[src/rtl/core/lapic_pkg.sv]
// ----------------------------------------------------------------------------
// Local APIC timer package
// Shared types, register offsets and the divide table for the timer core.
// ----------------------------------------------------------------------------
package lapic_pkg;

    // Default counter width, handed to the top-level parameter.
    localparam int COUNTER_WIDTH_DEF = 32;

    // Transaction kinds carried on the opcode field.
    typedef enum logic [1:0] {
        OP_READ  = 2'd0,
        OP_WRITE = 2'd1,
        OP_TICK  = 2'd2,
        OP_NONE  = 2'd3
    } opcode_t;

    // Register offsets, expressed as byte offset divided by four.
    localparam logic [7:0] OFF_EOI = 8'h2c;
    localparam logic [7:0] OFF_SVR = 8'h3c;
    localparam logic [7:0] OFF_LVT = 8'hc8;
    localparam logic [7:0] OFF_ICR = 8'he0;
    localparam logic [7:0] OFF_CCR = 8'he4;
    localparam logic [7:0] OFF_DCR = 8'hf8;

    // Bits kept on a write to the divide register (bits 3, 1 and 0).
    localparam logic [3:0] DCR_KEEP = 4'hb;

    // Divisor selected by {divide[3], divide[1:0]}.
    localparam logic [7:0] DIV_TABLE [8] = '{
        8'd2, 8'd4, 8'd8, 8'd16, 8'd32, 8'd64, 8'd128, 8'd1
    };

    // One result transaction.
    typedef struct packed {
        logic [31:0] read_data;
        logic        irq_fire;
        logic [7:0]  irq_vector;
        logic        irq_pending;
    } result_t;

    // Occupancy of the output buffer, reported to the top level.
    typedef struct packed {
        logic main_full;
        logic skid_full;
    } buf_status_t;

endpackage

[src/rtl/core/lapic_timer_regs.sv]
// ----------------------------------------------------------------------------
// Local APIC timer register file and counter
// Holds the timer state and forms the result of one transaction in one pass.
// ----------------------------------------------------------------------------
module lapic_timer_regs #(
    parameter int COUNTER_WIDTH = lapic_pkg::COUNTER_WIDTH_DEF
) (
    input  logic               clk,
    input  logic               rst_n,
    input  logic               step_en,
    input  lapic_pkg::opcode_t opcode,
    input  logic [7:0]         reg_word,
    input  logic [31:0]        write_data,
    output lapic_pkg::result_t res
);
    import lapic_pkg::*;

    logic [8:0]               svr_reg, svr_next;
    logic [7:0]               lvt_vec_reg, lvt_vec_next;
    logic                     lvt_mask_reg, lvt_mask_next;
    logic                     lvt_periodic_reg, lvt_periodic_next;
    logic [3:0]               dcr_reg, dcr_next;
    logic [COUNTER_WIDTH-1:0] icr_reg, icr_next;
    logic [COUNTER_WIDTH-1:0] ccr_reg, ccr_next;
    logic [6:0]               presc_reg, presc_next;
    logic                     pending_reg, pending_next;

    logic [6:0]               presc_inc;
    logic [7:0]               div_value;
    logic                     tick_edge;
    logic [COUNTER_WIDTH-1:0] ccr_dec;

    assign presc_inc = presc_reg + 7'd1;
    assign div_value = DIV_TABLE[{dcr_reg[3], dcr_reg[1:0]}];
    assign tick_edge = ({1'b0, presc_inc} >= div_value) || (presc_inc == 7'd0);
    assign ccr_dec   = ccr_reg - COUNTER_WIDTH'(1);

    always_comb
    begin
        svr_next          = svr_reg;
        lvt_vec_next      = lvt_vec_reg;
        lvt_mask_next     = lvt_mask_reg;
        lvt_periodic_next = lvt_periodic_reg;
        dcr_next          = dcr_reg;
        icr_next          = icr_reg;
        ccr_next          = ccr_reg;
        presc_next        = presc_reg;
        pending_next      = pending_reg;
        res               = '0;

        unique case (opcode)
            OP_READ:
            begin
                unique case (reg_word)
                    OFF_SVR: res.read_data = 32'(svr_reg);
                    OFF_LVT: res.read_data = {14'd0, lvt_periodic_reg, lvt_mask_reg,
                                              8'd0, lvt_vec_reg};
                    OFF_ICR: res.read_data = 32'(icr_reg);
                    OFF_CCR: res.read_data = 32'(ccr_reg);
                    OFF_DCR: res.read_data = 32'(dcr_reg);
                    default: res.read_data = '0;
                endcase
            end
            OP_WRITE:
            begin
                unique case (reg_word)
                    OFF_EOI: pending_next = 1'b0;
                    OFF_SVR: svr_next = write_data[8:0];
                    OFF_LVT:
                    begin
                        lvt_vec_next      = write_data[7:0];
                        lvt_mask_next     = write_data[16];
                        lvt_periodic_next = write_data[17];
                    end
                    OFF_ICR:
                    begin
                        icr_next   = write_data[COUNTER_WIDTH-1:0];
                        ccr_next   = write_data[COUNTER_WIDTH-1:0];
                        presc_next = '0;
                    end
                    OFF_DCR: dcr_next = write_data[3:0] & DCR_KEEP;
                    default: ;
                endcase
            end
            OP_TICK:
            begin
                if (ccr_reg != '0)
                begin
                    presc_next = presc_inc;
                    if (tick_edge)
                    begin
                        presc_next = '0;
                        ccr_next   = ccr_dec;
                        if (ccr_dec == '0)
                        begin
                            if (svr_reg[8] && !lvt_mask_reg)
                            begin
                                res.irq_fire   = 1'b1;
                                res.irq_vector = lvt_vec_reg;
                                pending_next   = 1'b1;
                            end
                            if (lvt_periodic_reg)
                            begin
                                ccr_next = icr_reg;
                            end
                        end
                    end
                end
            end
            OP_NONE: ;
        endcase

        res.irq_pending = pending_next;
    end

    always_ff @(posedge clk or negedge rst_n)
    begin
        if (!rst_n)
        begin
            svr_reg          <= '0;
            lvt_vec_reg      <= '0;
            lvt_mask_reg     <= 1'b1;
            lvt_periodic_reg <= 1'b0;
            dcr_reg          <= '0;
            icr_reg          <= '0;
            ccr_reg          <= '0;
            presc_reg        <= '0;
            pending_reg      <= 1'b0;
        end
        else if (step_en)
        begin
            svr_reg          <= svr_next;
            lvt_vec_reg      <= lvt_vec_next;
            lvt_mask_reg     <= lvt_mask_next;
            lvt_periodic_reg <= lvt_periodic_next;
            dcr_reg          <= dcr_next;
            icr_reg          <= icr_next;
            ccr_reg          <= ccr_next;
            presc_reg        <= presc_next;
            pending_reg      <= pending_next;
        end
    end

endmodule

[src/rtl/core/lapic_out_buf.sv]
// ----------------------------------------------------------------------------
// Local APIC timer output buffer
// Result register with a skid entry so input and output stall independently.
// ----------------------------------------------------------------------------
module lapic_out_buf (
    input  logic                   clk,
    input  logic                   rst_n,
    input  logic                   push,
    input  lapic_pkg::result_t     push_data,
    output logic                   can_push,
    output logic                   out_valid,
    input  logic                   out_ready,
    output lapic_pkg::result_t     out_data,
    output lapic_pkg::buf_status_t status
);
    import lapic_pkg::*;

    result_t main_reg, main_next;
    result_t skid_reg, skid_next;
    logic    main_valid_reg, main_valid_next;
    logic    skid_valid_reg, skid_valid_next;
    logic    pop;

    assign pop       = main_valid_reg && out_ready;
    assign can_push  = !skid_valid_reg;
    assign out_valid = main_valid_reg;
    assign out_data  = main_reg;
    assign status    = '{main_full: main_valid_reg, skid_full: skid_valid_reg};

    always_comb
    begin
        main_next       = main_reg;
        skid_next       = skid_reg;
        main_valid_next = main_valid_reg;
        skid_valid_next = skid_valid_reg;

        if (pop && skid_valid_reg)
        begin
            // The skid entry moves up; no push is possible this cycle.
            main_next       = skid_reg;
            skid_valid_next = 1'b0;
        end
        else if (pop)
        begin
            main_valid_next = push;
            main_next       = push_data;
        end
        else if (push && !main_valid_reg)
        begin
            main_next       = push_data;
            main_valid_next = 1'b1;
        end
        else if (push)
        begin
            skid_next       = push_data;
            skid_valid_next = 1'b1;
        end
    end

    always_ff @(posedge clk or negedge rst_n)
    begin
        if (!rst_n)
        begin
            main_valid_reg <= 1'b0;
            skid_valid_reg <= 1'b0;
        end
        else
        begin
            main_valid_reg <= main_valid_next;
            skid_valid_reg <= skid_valid_next;
        end
    end

    always_ff @(posedge clk)
    begin
        main_reg <= main_next;
        skid_reg <= skid_next;
    end

endmodule

[src/rtl/core/local_apic_timer_core.sv]
// ----------------------------------------------------------------------------
// Local APIC timer core
// Register file and divided down-counter of a local interrupt controller timer.
// ----------------------------------------------------------------------------
// Each input transaction is a register read, a register write or one bus clock
// tick, chosen by opcode. Every input transaction yields exactly one output
// transaction carrying read_data, irq_fire, irq_vector and irq_pending.
// The input channel (in_valid/in_ready) and the output channel
// (out_valid/out_ready) are independent valid/ready handshakes.
// The result of an accepted transaction goes to the result register, or to
// the skid entry while the result register holds a result not taken then.
// Throughput is one transaction per cycle while in_ready is high. The
// register file updates at the accepting edge, so a tick may follow a write
// in the very next cycle. The result register is backed by a one-entry skid
// buffer; in_ready drops only when both hold results, that is after the
// receiver has stalled while a new transaction arrived.
// Reset clears all timer state (timer entry masked, counter stopped) and
// empties the output buffer; no clearing pass is needed.
// ----------------------------------------------------------------------------
module local_apic_timer_core #(
    parameter int COUNTER_WIDTH = lapic_pkg::COUNTER_WIDTH_DEF
) (
    input  logic        clk,
    input  logic        rst_n,
    input  logic        in_valid,
    output logic        in_ready,
    input  logic [1:0]  opcode,
    input  logic [7:0]  reg_word,
    input  logic [31:0] write_data,
    output logic        out_valid,
    input  logic        out_ready,
    output logic [31:0] read_data,
    output logic        irq_fire,
    output logic [7:0]  irq_vector,
    output logic        irq_pending
);
    import lapic_pkg::*;

    logic        accept;
    result_t     step_res;
    result_t     out_res;
    buf_status_t buf_status;

    // A transaction is taken whenever the skid entry is free.
    assign accept = in_valid && in_ready;

    // Timer state and the single-pass result logic.
    lapic_timer_regs #(
        .COUNTER_WIDTH (COUNTER_WIDTH)
    ) u_regs (
        .clk        (clk),
        .rst_n      (rst_n),
        .step_en    (accept),
        .opcode     (opcode_t'(opcode)),
        .reg_word   (reg_word),
        .write_data (write_data),
        .res        (step_res)
    );

    // Result register plus skid entry toward the receiver.
    lapic_out_buf u_out_buf (
        .clk       (clk),
        .rst_n     (rst_n),
        .push      (accept),
        .push_data (step_res),
        .can_push  (in_ready),
        .out_valid (out_valid),
        .out_ready (out_ready),
        .out_data  (out_res),
        .status    (buf_status)
    );

    assign read_data   = out_res.read_data;
    assign irq_fire    = out_res.irq_fire;
    assign irq_vector  = out_res.irq_vector;
    assign irq_pending = out_res.irq_pending;

`ifndef SYNTHESIS
    // A firing tick always leaves the pending flag set.
    assert property (@(posedge clk) disable iff (!rst_n)
        out_valid && irq_fire |-> irq_pending)
        else $error("irq_fire without irq_pending");

    // The vector is reported only together with a fire.
    assert property (@(posedge clk) disable iff (!rst_n)
        out_valid && !irq_fire |-> irq_vector == 8'd0)
        else $error("irq_vector set without irq_fire");

    // The skid entry is only ever occupied behind a full result register.
    assert property (@(posedge clk) disable iff (!rst_n)
        buf_status.skid_full |-> buf_status.main_full && out_valid)
        else $error("skid entry full while result register empty");

    // The skid entry fills only on a cycle where the receiver stalled.
    assert property (@(posedge clk) disable iff (!rst_n)
        $rose(buf_status.skid_full) |-> $past(out_valid && !out_ready && accept))
        else $error("skid entry filled without a stall");
`endif

endmodule

[config.mk]
export PLATFORM = sky130hd
export DESIGN_NAME = local_apic_timer_core
export DESIGN_NICKNAME = d
export VERILOG_FILES = /design/src/rtl/core/lapic_pkg.sv /design/src/rtl/core/lapic_timer_regs.sv /design/src/rtl/core/lapic_out_buf.sv /design/src/rtl/core/local_apic_timer_core.sv
export SDC_FILE = /design/constraint.sdc
export NUM_CORES = 1
export LEC_CHECK = 0
export ABC_AREA = 1
export BUFFER_PORTS_ARGS = -buffer_cell sky130_fd_sc_hd__buf_2
export CORE_MARGIN = 2
export CORE_UTILIZATION = 30
export DETAILED_ROUTE_END_ITERATION = 7
export SLEW_MARGIN = 20
export SYNTH_ARGS = -nofsm -noshare
export SYNTH_HDL_FRONTEND = slang
export SYNTH_HIERARCHICAL = 1
export SYNTH_SLANG_ARGS = --single-unit
export TNS_END_PERCENT = 20
[constraint.sdc]
create_clock -name clk -period 4.5 [get_ports clk]
set_input_delay 0 -clock clk [delete_from_list [all_inputs] [get_ports clk]]
set_output_delay 0 -clock clk [all_outputs]
set_load 0.02 [all_outputs]
After elaboration in Yosys (flattened, before gate mapping)
Memories as Yosys holds them, arrays and structs flattened.
Index checks and enable logic that the tools add are counted.
{ "totals": {"n_memories": 1, "rom_bits": 64, "regBits": 180, "wordCells": 101} }
{ "op_classes": {"mux": 34, "n_eq_ne": 13, "n_addsub": 2, "n_reduce_logical": 26, "bitwise": 4, "n_lt_le_gt_ge": 2} }
{ "memory_table": {"columns": ["name", "words", "width", "rd", "rd_ports_with_merged_regs", "write_ports", "line", "text"], "rows": [
  ["(name not given)", 8, 8, 1, 0, 0, "lapic_timer_regs.sv:34", "assign div_value = DIV_TABLE[{dcr_reg[3], dcr_reg[1:0]}];"]
]} }
{ "ops": {"columns": ["operator", "count"], "rows": [
  ["$mux W32", 6],
  ["$pmux W32 S5", 1],
  ["$mux W42", 3],
  ["$pmux W32 S2", 1],
  ["$mux W9", 5],
  ["$eq A8 B8 Y1 const B", 4],
  ["$logic_not A32 Y1", 1],
  ["$reduce_bool A32 Y1", 1],
  ["$sub A32 B1 Y32 const B", 1],
  ["$mux W7", 3],
  ["$eq A8 B6 Y1 const B", 2],
  ["$mux W8", 2],
  ["$reduce_and A3 Y1", 5],
  ["$pmux W7 S2", 1],
  ["$mux W1", 11],
  ["$ge A7 B8 Y1", 1],
  ["$reduce_and A4 Y1", 2],
  ["$add A7 B1 Y7 const B", 1],
  ["$logic_not A7 Y1", 1],
  ["$ne A2 B1 Y1 const B", 3],
  ["$reduce_bool A2 Y1", 3],
  ["$logic_and A1 B1 Y1", 5],
  ["$reduce_and A5 Y1", 1],
  ["$ge A4 B4 Y1 const B", 1],
  ["11 further kinds", 16]
]} }

Longest topological paths before layout
{ "depth": {"depth_word": 12, "ltp_mapped": 18, "depth_no_buf": 18} }

By module
The synthesis kept the hierarchy.
{ "by_module_without_submodules": {"columns": ["module", "cells_per_inst", "instances", "seq_area_each_um2", "area_per_inst_um2"], "rows": [
  ["lapic_timer_regs", 1160, 1, 2353.5, 7432.1],
  ["lapic_out_buf", 245, 1, 2572.5, 3399.5],
  ["local_apic_timer_core", 2, 1, 0.0, 7.5]
]} }

Worst setup path before layout
Ideal clock, no wire load.
{ "synth_timing": {"path_kind": "reg2reg", "start": "reg u_out_buf.skid_valid_reg", "end": "reg u_out_buf.main_reg, in the netlist u_out_buf/out_data[0], enable pin", "synth_period_minus_slack_ns": 4.575, "path_buffers": 2, "arrival_ns": 4.075, "setup_slack_ns": -0.075, "path_stages_with_launch": 8, "setup_time_ns": 0.500, "path_cell_list": "dfrtp_1 buf_4 buf_2 inv_1 nand2_1 inv_1 inv_1 o21ai_0"} }
{ "synth_via": {"elab_chain_cells": 4, "elab_cells_between_ends": 5, "cone_classes": "reduce/logical (5)"} }
{ "synth_rtl": {"columns": ["item", "line", "text"], "rows": [
  ["start: declaration", "lapic_out_buf.sv:21", "logic skid_valid_reg, skid_valid_next;"],
  ["start signal: assignment", "lapic_out_buf.sv:70", "skid_valid_reg <= skid_valid_next;"],
  ["$logic_not A1 Y1", "lapic_out_buf.sv:25", "assign can_push = !skid_valid_reg;"],
  ["via in_ready", "local_apic_timer_core.sv:26", "output logic in_ready,"],
  ["$logic_and A1 B1 Y1", "local_apic_timer_core.sv:45", "assign accept = in_valid && in_ready;"],
  ["via accept", "local_apic_timer_core.sv:39", "logic accept;"],
  ["$logic_and A1 B1 Y1", "lapic_out_buf.sv:48", "else if (push && !main_valid_reg)"],
  ["$reduce_bool A3 Y1 (no source line)", null, null],
  ["end signal: assignment", "lapic_out_buf.sv:76", "main_reg <= main_next;"],
  ["end: declaration", "lapic_out_buf.sv:18", "result_t main_reg, main_next;"]
]} }
The timed path passes the listed nets, and every way through them passes these cells.
A chain may end at the register's enable or synchronous reset.

Worst setup path in the final report
{ "layout_timing": {"start": "reg u_regs.presc_reg[0]", "end": "reg u_regs.ccr_reg[3]"} }
{ "layout_via": {"elab_chain_cells": 5, "elab_cells_between_ends": 6, "cone_classes": "add/sub (1); order compare (1); eq/ne (1); reduce/logical (3)"} }
{ "layout_rtl": {"columns": ["item", "line", "text"], "rows": [
  ["start: declaration", "lapic_timer_regs.sv:25", "logic [6:0] presc_reg, presc_next;"],
  ["start signal: assignment", "lapic_timer_regs.sv:139", "presc_reg <= presc_next;"],
  ["$add A7 B1 Y7 *", "lapic_timer_regs.sv:33", "assign presc_inc = presc_reg + 7'd1;"],
  ["$ge A7 B8 Y1 / $logic_not A7 Y1 (equally long branches)", "lapic_timer_regs.sv:35", "assign tick_edge = ({1'b0, presc_inc} >= div_value) || (presc_inc == 7'd0);"],
  ["$logic_or A1 B1 Y1 *", "lapic_timer_regs.sv:35", null],
  ["$ne A2 B1 Y1 (no source line) *", null, null],
  ["$reduce_and A5 Y1 (no source line) *", null, null],
  ["end signal: assignment", "lapic_timer_regs.sv:138", "ccr_reg <= ccr_next;"],
  ["end: declaration", "lapic_timer_regs.sv:24", "logic [COUNTER_WIDTH-1:0] ccr_reg, ccr_next;"]
]} }
Every way passes the cells marked *; elsewhere a longest branch is shown, timed or not.

==> impl_metrics.yaml <==
clocking:
  htreeDepth: 4
  clk_latency_ns: 0.45
  cts_buffers: 17
  post_cts_buffers: 0
  cts_sinks: 180
  cts_buffer_depth: 2
  path_clk_slew_ns: 0.07
  root_buffer: "clkbuf_16"
  cts_tree: "done"
  cts_resized: 0
timing:
  hold_viol: 0
  tns_ns: 0
  finClkSkew_ns: 0.0148
  finalCriticalPeriod_ns: 3.76
  max_slew_margin_pct: 28.4
  setup_viol: 0
  period_share_pct: 83.7
  max_freq_mhz: 266
  worstMarginPinSlew_ns: 1.07
  rsz0062_at_grt: "no"
  slew_violations: 0
global_route:
  grt_overflow: 0
  antenna_found_initial: 0
  grt_pass1_wl_mm: 53.5
  grt_max_degree: 50
  grt_pass1_vias: 9640
  grtUsageTotal_pct: 17.9
die:
  io_pins: 90
  rows: 69
  start_util_pct: 30.4
  die_x_um: 194
  coreArea_um2: 35600
  dieArea_um2: 37600
  die_h_um: 194
worst_setup_path:
  worst_setup_path_start_kind: "flop"
  critical_path_class: "reg2reg"
  critPathMaxFanout: 33
  worst_setup_path_end_kind: "flop"
  cp.arrival_ns: 4.09
  cp.required_ns: 4.82
detailed_routing:
  wirelength_mm: 33.4
  vias: 9841
  antenna_left: 0
  firstDrtPassIters: 5
  routedWlPerCell_um: 16.9
  drtIter0Drc: 931
  drc: 0
  viasPerCell: 5.00
power_and_ir_drop:
  p_per_area_nw_per_um2: 463
  p_leak_nw: 5.57
  vdd_drop_max_mv: 0.309
placement:
  post-place-cells: 1904
  dp_hpwl_mm: 24.5
  gp_congestion: 0.917
  port_buffers: 89
yosys:
  syn-num-nets: 1465
  avgSynthCellArea_um2: 7.70
  syn-cell-area_um2: 10800
  synthCells: 1405
  yosysWarnings: 6
final_layout:
  nets: 1555
  area_growth_pct: 14.6
  drive_gt1_share_pct: 12.1
  stdcell_count: 1969
  num_antenna_cells: 0
flow_run:
  maxCapViolCount: 0
worst_hold_path:
  hold_class: "in2reg"
status:
  status: "completed"
power by group:
part           switching, mW  leakage, nW  internal (mW)  total (mW)
Clock                  0.684        0.269          0.774        1.46
Combinational           1.29         3.33          0.547        1.84
Sequential             0.339         1.98           2.11        2.45
Total                   2.31         5.57           3.43        5.74
placed cells by master, fill, tap and decap left out, types with 17 or more instances in the layout:
cell           count
o21ai_0           85
nand2_1          432
nor2_1           133
buf_2             88
nand3_1           40
inv_1            162
edfxtp_1          84
a21oi_1           96
dfrtp_1           95
clkbuf_16         17
nand4_1           89
dlygate4sd3_1     33
routing by layer:
layer / routed length (um) / track usage, % / vias to the layer above
met4: 727 / 5.84 / 0
met3: 1530 / 2.52 / 35
li1: - / - / 4804
met5: 0 / 0 / -
met1: 15400 / 24.4 / 4710
met2: 15700 / 29.5 / 292
stage by stage:
stage          total power [mW]  setup WS, ns  instance area, um^2  utilization (%)  hold slack, ns
3_3_place_gp               4.25         0.899                11500             32.4          0.0745
6_report                   5.74         0.735                12400             34.9          0.0160
5_1_grt                    6.10         0.448                12400             34.9          0.0578
4_1_cts                    5.76         0.777                12400             34.9         0.00809
3_5_place_dp               4.28         0.801                11500             32.4          0.0993
2_1_floorplan              3.74          1.08                10800                -          -0.296
worst paths after layout:
check / from / to / depth (start not counted) / slack (ns)
worst min-delay path: in_valid / u_regs/pending_reg$_DFFE_PN0P_ / 5 / 0.02
worst min register to register: u_regs/svr_reg[2]$_DFFE_PN0P_ / u_regs/svr_reg[2]$_DFFE_PN0P_ / 2 / 0.49
max in group asynchronous: rst_n / u_out_buf/skid_valid_reg$_DFFE_PN0P_ / 3 / 3.24
worst max-delay path: u_regs/presc_reg[0]$_DFFE_PN0P_ / u_regs/ccr_reg[3]$_DFFE_PN0P_ / 19 / 0.74
min in group asynchronous: rst_n / u_regs/presc_reg[5]$_DFFE_PN0P_ / 2 / 0.13
worst max register to register: u_regs/presc_reg[0]$_DFFE_PN0P_ / u_regs/ccr_reg[3]$_DFFE_PN0P_ / 19 / 0.74
worst max-delay path, cell delays in order (launching register included):
cell and delay, ns:
dfrtp_1 0.44, ha_1 0.20, nand2_1 0.07, inv_1 0.09
nand2_1 0.09, nor3_2 0.13, xor2_1 0.26, ha_1 0.27
nand2_1 0.10, o21ai_0 0.08, a21oi_1 0.12, o41ai_1 0.09
and2b_1 0.23, nand2_1 0.12, nand2_2 0.08, buf_4 0.38
inv_1 0.44, buf_12 0.29, nor2_1 0.10, a21oi_1 0.05
cell type report:
cell class | instances | area (um^2)
inverters | 166 | 623
clock inverters | 13 | 126
flip-flops and latches | 180 | 4930
clock buffers | 19 | 433
multi-input cells | 993 | 4820
well taps | 461 | 577
fillers | 3748 | 23200
repair buffers | 137 | 903
repair_timing:
action | 4_1_cts | 5_1_grt
hold buffers | 33 | 0
hold endpoints to repair | 134 | 0
setup endpoints to repair | 0 | 0
Power figures use the tool's default switching activity.
